$ cat src/xor_checked_feedback_deframer_top_assert.svh
// Assertion macros for the serial feedback frame receiver.
// Included by the top level module, which checks its own control logic.
`ifndef XOR_CHECKED_FEEDBACK_DEFRAMER_TOP_ASSERT_SVH
`define XOR_CHECKED_FEEDBACK_DEFRAMER_TOP_ASSERT_SVH

`ifndef SYNTHESIS

`define XCFD_ASSERT(label, clk, rst_n, prop) \
    label: assert property (@(posedge clk) disable iff (!rst_n) (prop)) \
        else $error("%m: assertion failed");

`define XCFD_ASSERT_NEXT(label, clk, rst_n, ante, cons) \
    label: assert property (@(posedge clk) disable iff (!rst_n) (ante) |=> (cons)) \
        else $error("%m: assertion failed");

`else

`define XCFD_ASSERT(label, clk, rst_n, prop)

`define XCFD_ASSERT_NEXT(label, clk, rst_n, ante, cons)

`endif

`endif

$ cat src/xcfd_pkg.sv
// Shared constants and types for the serial feedback frame receiver.
// No dependencies.
`timescale 1ns / 1ps

package xcfd_pkg;

    localparam int FRAME_LEN   = 18;
    localparam int WORD_COUNT  = 9;
    localparam int COUNT_W     = 5;
    localparam int PADDR_W     = 3;

    localparam logic [15:0] START_RESET = 16'hABCD;

    localparam logic [COUNT_W-1:0] COUNT_IDLE  = 5'd0;
    localparam logic [COUNT_W-1:0] COUNT_START = 5'd2;
    localparam logic [COUNT_W-1:0] COUNT_LAST  = 5'd17;

    localparam logic [0:0] REG_START_WORD = 1'b0;

    localparam logic STATUS_GOOD = 1'b0;
    localparam logic STATUS_BAD  = 1'b1;

    typedef logic [FRAME_LEN-1:0][7:0] frame_t;

    typedef struct packed {
        logic        status;
        logic [15:0] command_one;
        logic [15:0] command_two;
        logic [15:0] speed_right;
        logic [15:0] speed_left;
        logic [15:0] battery_voltage;
        logic [15:0] board_temperature;
        logic [15:0] led_command;
    } result_t;

endpackage

$ cat src/xcfd_cell.sv
// One byte cell of the receive shift chain.
// Depends on nothing; instantiated in a row by the top level.
`timescale 1ns / 1ps

module xcfd_cell
(
    input  logic       clk,
    input  logic       rst_n,
    input  logic       shift_en,
    input  logic [7:0] din,
    output logic [7:0] dout
);

    logic [7:0] byte_reg;
    logic [7:0] byte_next;

    always_comb
    begin
        byte_next = shift_en ? din : byte_reg;
    end

    always_ff @(posedge clk or negedge rst_n)
    begin
        if (!rst_n)
        begin
            byte_reg <= 8'd0;
        end
        else
        begin
            byte_reg <= byte_next;
        end
    end

    assign dout = byte_reg;

endmodule

$ cat src/xcfd_check.sv
// Frame word extraction and XOR check word comparison.
// Depends on xcfd_pkg.
`timescale 1ns / 1ps

module xcfd_check
    import xcfd_pkg::*;
(
    input  frame_t      frame,
    input  logic [15:0] start_word,
    output result_t     result
);

    logic [WORD_COUNT-1:0][15:0] words;
    logic [15:0]                 xor_sum;
    logic                        good;

    always_comb
    begin
        for (int k = 0; k < WORD_COUNT; k++)
        begin
            words[k] = {frame[2*k+1], frame[2*k]};
        end
    end

    always_comb
    begin
        xor_sum = 16'd0;
        for (int k = 0; k < WORD_COUNT - 1; k++)
        begin
            xor_sum = xor_sum ^ words[k];
        end
    end

    assign good = (words[0] == start_word) && (xor_sum == words[WORD_COUNT-1]);

    always_comb
    begin
        result.status            = good ? STATUS_GOOD : STATUS_BAD;
        result.command_one       = words[1];
        result.command_two       = words[2];
        result.speed_right       = words[3];
        result.speed_left        = words[4];
        result.battery_voltage   = words[5];
        result.board_temperature = words[6];
        result.led_command       = words[7];
    end

endmodule

$ cat src/xor_checked_feedback_deframer_top.sv
// Received bytes pass through a row of seventeen byte cells, one cell per accepted
// transaction, and the incoming byte completes the eighteen-byte frame. A byte is
// taken every cycle unless the input stalls. The frame check (start word compare and the XOR of eight words
// against the ninth) runs in the cycle of the eighteenth byte, and the result is
// written to the output register at the edge that accepts that byte, so out_valid
// rises in the cycle after it. The input stalls only while a result sits in that
// register and the output side stalls. A start word seen anywhere, even inside a
// frame or on its last byte, restarts the frame.
// Depends on xcfd_pkg, xcfd_cell, xcfd_check and the assertion macro header.
`timescale 1ns / 1ps
`include "xor_checked_feedback_deframer_top_assert.svh"

module xor_checked_feedback_deframer_top
    import xcfd_pkg::*;
(
    input  logic                clk,
    input  logic                rst_n,

    input  logic                psel,
    input  logic                penable,
    input  logic                pwrite,
    input  logic [PADDR_W-1:0]  paddr,
    input  logic [31:0]         pwdata,
    output logic [31:0]         prdata,
    output logic                pready,

    input  logic                in_valid,
    output logic                in_stall,
    input  logic [7:0]          rx_byte,

    output logic                out_valid,
    input  logic                out_stall,
    output logic                frame_status,
    output logic signed [15:0]  command_one,
    output logic signed [15:0]  command_two,
    output logic signed [15:0]  speed_right,
    output logic signed [15:0]  speed_left,
    output logic signed [15:0]  battery_voltage,
    output logic signed [15:0]  board_temperature,
    output logic [15:0]         led_command
);

    logic [15:0]                start_word_reg;
    logic [15:0]                start_word_next;
    logic [COUNT_W-1:0]         count_reg;
    logic [COUNT_W-1:0]         count_next;
    logic                       out_valid_reg;
    logic                       out_valid_next;
    result_t                    result_reg;
    result_t                    result_next;

    logic                       cfg_write;
    logic                       in_acc;
    logic                       start_hit;
    logic                       emit;
    logic [FRAME_LEN-2:0][7:0]  chain;
    frame_t                     frame;
    result_t                    check_result;

    assign pready    = 1'b1;
    assign cfg_write = psel && penable && pwrite && pready;
    assign prdata    = (paddr[PADDR_W-1] == REG_START_WORD) ? {16'd0, start_word_reg} : 32'd0;

    always_comb
    begin
        start_word_next = start_word_reg;
        if (cfg_write && (paddr[PADDR_W-1] == REG_START_WORD))
        begin
            start_word_next = pwdata[15:0];
        end
    end

    assign in_stall = out_valid_reg && out_stall;
    assign in_acc   = in_valid && !in_stall;

    genvar gi;
    generate
        for (gi = 0; gi < FRAME_LEN - 1; gi++)
        begin : g_cell
            if (gi == 0)
            begin : g_head
                xcfd_cell u_cell
                (
                    .clk      (clk),
                    .rst_n    (rst_n),
                    .shift_en (in_acc),
                    .din      (rx_byte),
                    .dout     (chain[gi])
                );
            end
            else
            begin : g_body
                xcfd_cell u_cell
                (
                    .clk      (clk),
                    .rst_n    (rst_n),
                    .shift_en (in_acc),
                    .din      (chain[gi-1]),
                    .dout     (chain[gi])
                );
            end
        end
    endgenerate

    // The newest byte completes the frame; older bytes sit deeper in the chain.
    always_comb
    begin
        frame[FRAME_LEN-1] = rx_byte;
        for (int j = 0; j < FRAME_LEN - 1; j++)
        begin
            frame[j] = chain[FRAME_LEN-2-j];
        end
    end

    xcfd_check u_check
    (
        .frame      (frame),
        .start_word (start_word_reg),
        .result     (check_result)
    );

    assign start_hit = ({rx_byte, chain[0]} == start_word_reg);
    assign emit      = !start_hit && (count_reg == COUNT_LAST);

    always_comb
    begin
        count_next = count_reg;
        if (in_acc)
        begin
            priority if (start_hit)
            begin
                count_next = COUNT_START;
            end
            else if (emit)
            begin
                count_next = COUNT_IDLE;
            end
            else if ((count_reg >= COUNT_START) && (count_reg < COUNT_LAST))
            begin
                count_next = count_reg + 1'b1;
            end
        end
    end

    always_comb
    begin
        out_valid_next = out_valid_reg && out_stall;
        result_next    = result_reg;
        if (in_acc && emit)
        begin
            out_valid_next = 1'b1;
            result_next    = check_result;
        end
    end

    always_ff @(posedge clk or negedge rst_n)
    begin
        if (!rst_n)
        begin
            start_word_reg <= START_RESET;
            count_reg      <= COUNT_IDLE;
            out_valid_reg  <= 1'b0;
        end
        else
        begin
            start_word_reg <= start_word_next;
            count_reg      <= count_next;
            out_valid_reg  <= out_valid_next;
        end
    end

    always_ff @(posedge clk)
    begin
        result_reg <= result_next;
    end

    assign out_valid         = out_valid_reg;
    assign frame_status      = result_reg.status;
    assign command_one       = result_reg.command_one;
    assign command_two       = result_reg.command_two;
    assign speed_right       = result_reg.speed_right;
    assign speed_left        = result_reg.speed_left;
    assign battery_voltage   = result_reg.battery_voltage;
    assign board_temperature = result_reg.board_temperature;
    assign led_command       = result_reg.led_command;

    `XCFD_ASSERT(a_count_legal, clk, rst_n, (count_reg <= COUNT_LAST) && (count_reg != 5'd1))
    `XCFD_ASSERT_NEXT(a_resync, clk, rst_n, in_acc && start_hit, count_reg == COUNT_START)
    `XCFD_ASSERT_NEXT(a_emit, clk, rst_n, in_acc && emit, out_valid_reg && (count_reg == COUNT_IDLE))

endmodule
$ cat config.mk
export PLATFORM = sky130hd
export DESIGN_NAME = xor_checked_feedback_deframer_top
export DESIGN_NICKNAME = d
export VERILOG_FILES = /design/src/xcfd_pkg.sv /design/src/xcfd_cell.sv /design/src/xcfd_check.sv /design/src/xor_checked_feedback_deframer_top.sv
export VERILOG_INCLUDE_DIRS = /design/src /design/src/src
export SDC_FILE = /design/constraint.sdc
export NUM_CORES = 1
export LEC_CHECK = 0
export BUFFER_PORTS_ARGS = -buffer_cell sky130_fd_sc_hd__buf_2
export CAP_MARGIN = 30
export CORE_UTILIZATION = 50
export DETAILED_ROUTE_END_ITERATION = 10
export PLACE_DENSITY = 0.75
export SYNTH_ARGS = -nofsm -noshare
export SYNTH_HDL_FRONTEND = slang
export SYNTH_SLANG_ARGS = --single-unit
$ cat constraint.sdc
create_clock -name clk -period 4.5 [get_ports clk]
set_input_delay 0.45 -clock clk [delete_from_list [all_inputs] [get_ports clk]]
set_output_delay 0.45 -clock clk [all_outputs]
set_load 0.05 [all_outputs]
==> run metrics <==
status complete, no violations; largest net degree at the start of global routing 94; Psw 0.00202 W; Area growth syn-to-layout 17.9%; Starting Density between 50 and 60%; CP endpoint kind flop; Setup crit start kind flop; Max Cap Viol 0; xor/xnor share of the synthesized area between 10% and 20%; hold_ws 0.146 ns; Seq pwr share 47.3%; area share of fa/ha/maj cells after synthesis less than 1%; Vias 7168; Simple-Gate Fraction of Synth Area 16.6%; Hold Buf Count CTS 1; Synth Flop Type dfrtp_1; Max Freq ~0.38 GHz; Tcrit/Tclk final between 50% and 60%; Sw Ratio 29.6%; Async S/R FF share, synth 58.3%; library cells used by synthesis 34; CTS buffer count 28; Compound-Gate Fraction of Synth Area less than 1%; internal power 0.00481 W; Vias/cell 4.97; area leader, netlist dfrtp_1; first-pass GRT wire length 37900 microns; clock power share around 33%; Worst Path Required 4.71 ns; synthesized cell area 11200 sq um; Port Buf Inserts around 160; number of remaining DRC errors 0; vias in the first global route 7000; crit-path max cell delay 0.57 ns; Die ar. 23000 sq um; fill count roughly 1700; Worst-Margin Slew 0.851 ns; drt wl/cell 16.7 microns; Worst VDD drop 0.285 mV; die height about 150 microns; RSZ-0062 raised after global routing no; final antenna-violating net count 0; diode count 0; grt total ovfl 0; share of cells above drive strength 1 roughly a fifth; Lkg Pwr 6.32 nW; storage element area between 7000 and 8000 sq um; top post-synthesis cells by area dfrtp_1, edfxtp_1, nand2_1, xnor2_1, xor2_1; post-cts resize count 0; min cycle time layout 2.62 ns; clk sink count 271; power density over cell area 516 nW/um^2; critical path's slowest cell dfstp_2; worst min-delay path class in -> reg; total power 0.00683 W; All-Layer GR Usage around 22%; Post-CTS Setup Inserts 0; Crit Path Max Fanout 55; Synth Register Bits 271; CTS tree done; Worst Path Arrival 2.84 ns; Nets 1194; post-DP HPWL between 15000 and 20000 microns; GPL Wtd Cong 0.842; post-synthesis sequential area ratio 65.6%; synthesis warning total 0; # IOs 198; clock buffer depth 3; crit-path cells xor2_1 > nor4_1 > nand4_1 > and3_4 > buf_16 > buf_4; combinational power share approximately a fifth; core area 21900 sq um; Crit Path Category reg -> reg; setup_tns 0 ns; Slew HR 43.3%; Final Skew 0.00834 ns; Syn Area/Cell about 12 sq um; drt first pass iters 4; WL final 24100 microns; initial antenna violation count 0; first-iteration detailed-routing DRC count between 400 and 500; Fin. Hold Viols 0; top cell type's share of synthesized area 33.0%; die width 152 microns; Reg clk slew, reported paths 0.06 ns; final setup fails 0; Rows 54; htree depth 1; multi-input logic area ~3700 sq um; number of flip-flops in the largest register 128; clk_lat worst skew 0.53 ns; fraction of synthesized area in multiplexers about 1.6%; Syn Inst Count 975; largest family of logic cells by synthesized area simple AND/OR/NAND/NOR gates; final core occ 60.4%; Post-synth EDFFs 113; CTS Root Cell clkbuf_16; Slew Viols, Final 0
per-layer routing:
metal  track usage (%)  part of all wire [%]  routed length [microns]
met5                 0                     0                        0
met4              5.99                   2.3                      567
met3              3.23                   5.7                     1370
met2              35.3                    48                    11500
met1              30.1                    44                    10700
power by group through the flow:
stage / combinational (W) / sequential (W) / clock [W]
after floorplan: 0.00107 / 0.00316 / 0
after global placement: 0.00132 / 0.00326 / 0
after detailed placement: 0.00135 / 0.00328 / 0
after CTS: 0.00137 / 0.00323 / 0.00227
after global routing: 0.00149 / 0.00327 / 0.00237
final: 0.00136 / 0.00323 / 0.00224
path summary, 6_finish.rpt:
| path | startpoint | to | slack, ns | depth (start not counted) |
|---|---|---|---|---|
| min in group asynchronous | rst_n | g_cell[5].g_body.u_cell.dout[2] | 0.50 | 2 |
| hold / removal | pwdata[4] | start_word_reg[4] | 0.15 | 2 |
| setup reg to reg | start_word_reg[15] | board_temperature[3] | 1.88 | 6 |
| hold reg to reg | g_cell[7].g_body.u_cell.dout[6] | speed_left[14] | 0.52 | 0 |
| setup / recovery | start_word_reg[15] | board_temperature[3] | 1.88 | 6 |
| max in group asynchronous | rst_n | g_cell[13].g_body.u_cell.dout[0] | 3.03 | 3 |
cells by family after synthesis:
logic type / count (synthesis)
xor+xnor: 154
flops: 271
simple gates: 464
other cells: 2
compound gates: 11
buf+inv: 54
mux: 16
fa+ha+maj: 3
placed cells by master, fill, tap and decap left out, types with 2 or more instances in the layout:
| master | Yosys | routed |
|---|---|---|
| a21oi_1 | 2 | 2 |
| ha_1 | 3 | 3 |
| buf_4 | 17 | 5 |
| nand3_1 | 4 | 4 |
| nor4_1 | 10 | 10 |
| inv_1 | 4 | 4 |
| nor2b_1 | 16 | 16 |
| clkinv_1 | 0 | 4 |
| nand4_1 | 4 | 4 |
| dfstp_2 | 10 | 10 |
| conb_1 | 2 | 17 |
| clkinvlp_4 | 0 | 4 |
| mux2_2 | 16 | 16 |
| clkbuf_16 | 0 | 29 |
| xor2_1 | 60 | 60 |
| edfxtp_1 | 113 | 113 |
| xnor2_1 | 88 | 88 |
| a31oi_1 | 2 | 2 |
| clkinv_2 | 0 | 7 |
| nor3_1 | 2 | 2 |
| dfrtp_1 | 148 | 148 |
| buf_2 | 1 | 161 |
| bufinv_16 | 0 | 2 |
| clkbuf_1 | 32 | 4 |
| o31ai_1 | 2 | 2 |
| buf_16 | 0 | 2 |
| xnor3_1 | 6 | 6 |
| or4_1 | 2 | 2 |
| nand4b_1 | 2 | 2 |
| nand2_1 | 419 | 418 |
Yosys cell counts, types with 2 or more instances:
master and count:
xor2_1 60, nand3_1 4, nor4_1 10, nor2b_1 16, xnor3_1 6, nand4b_1 2, o31ai_1 2, mux2_2 16
edfxtp_1 113, or4_1 2, buf_4 17, a21oi_1 2, nor3_1 2, clkbuf_1 32, dfrtp_1 148, xnor2_1 88
conb_1 2, nand2_1 419, ha_1 3, inv_1 4, dfstp_2 10, nand4_1 4, a31oi_1 2
through the flow:
step	instance area [sq um]	cells	setup slack [ns]
3_5_place_dp	12300	1389	1.83
3_3_place_gp	12300	1388	1.60
6_report	13200	1443	1.88
4_1_cts	13200	1442	1.83
2_1_floorplan	11300	990	1.27
5_1_grt	13200	1443	1.72
critical path: cells and delay by family (launching register included):
family                    cells  cell delay [ns]
buffers and inverters         2             0.60
and+or+nand+nor               3             0.84
xor gates and xnor gates      1             0.24
DFF                           1             0.57
area by class of cell:
| type | count | area share [%] |
|---|---|---|
| flip-flops and latches | 271 | 55.6 |
| multi-input cells | 665 | 27.7 |
| repair buffers | 171 | 7.10 |
| clock buffers | 34 | 5.70 |
| well taps | 280 | 2.65 |
| clock inverters | 18 | 1.13 |
| inverters | 4 | 0.113 |
Note: power is estimated with default switching activity, not from simulation.
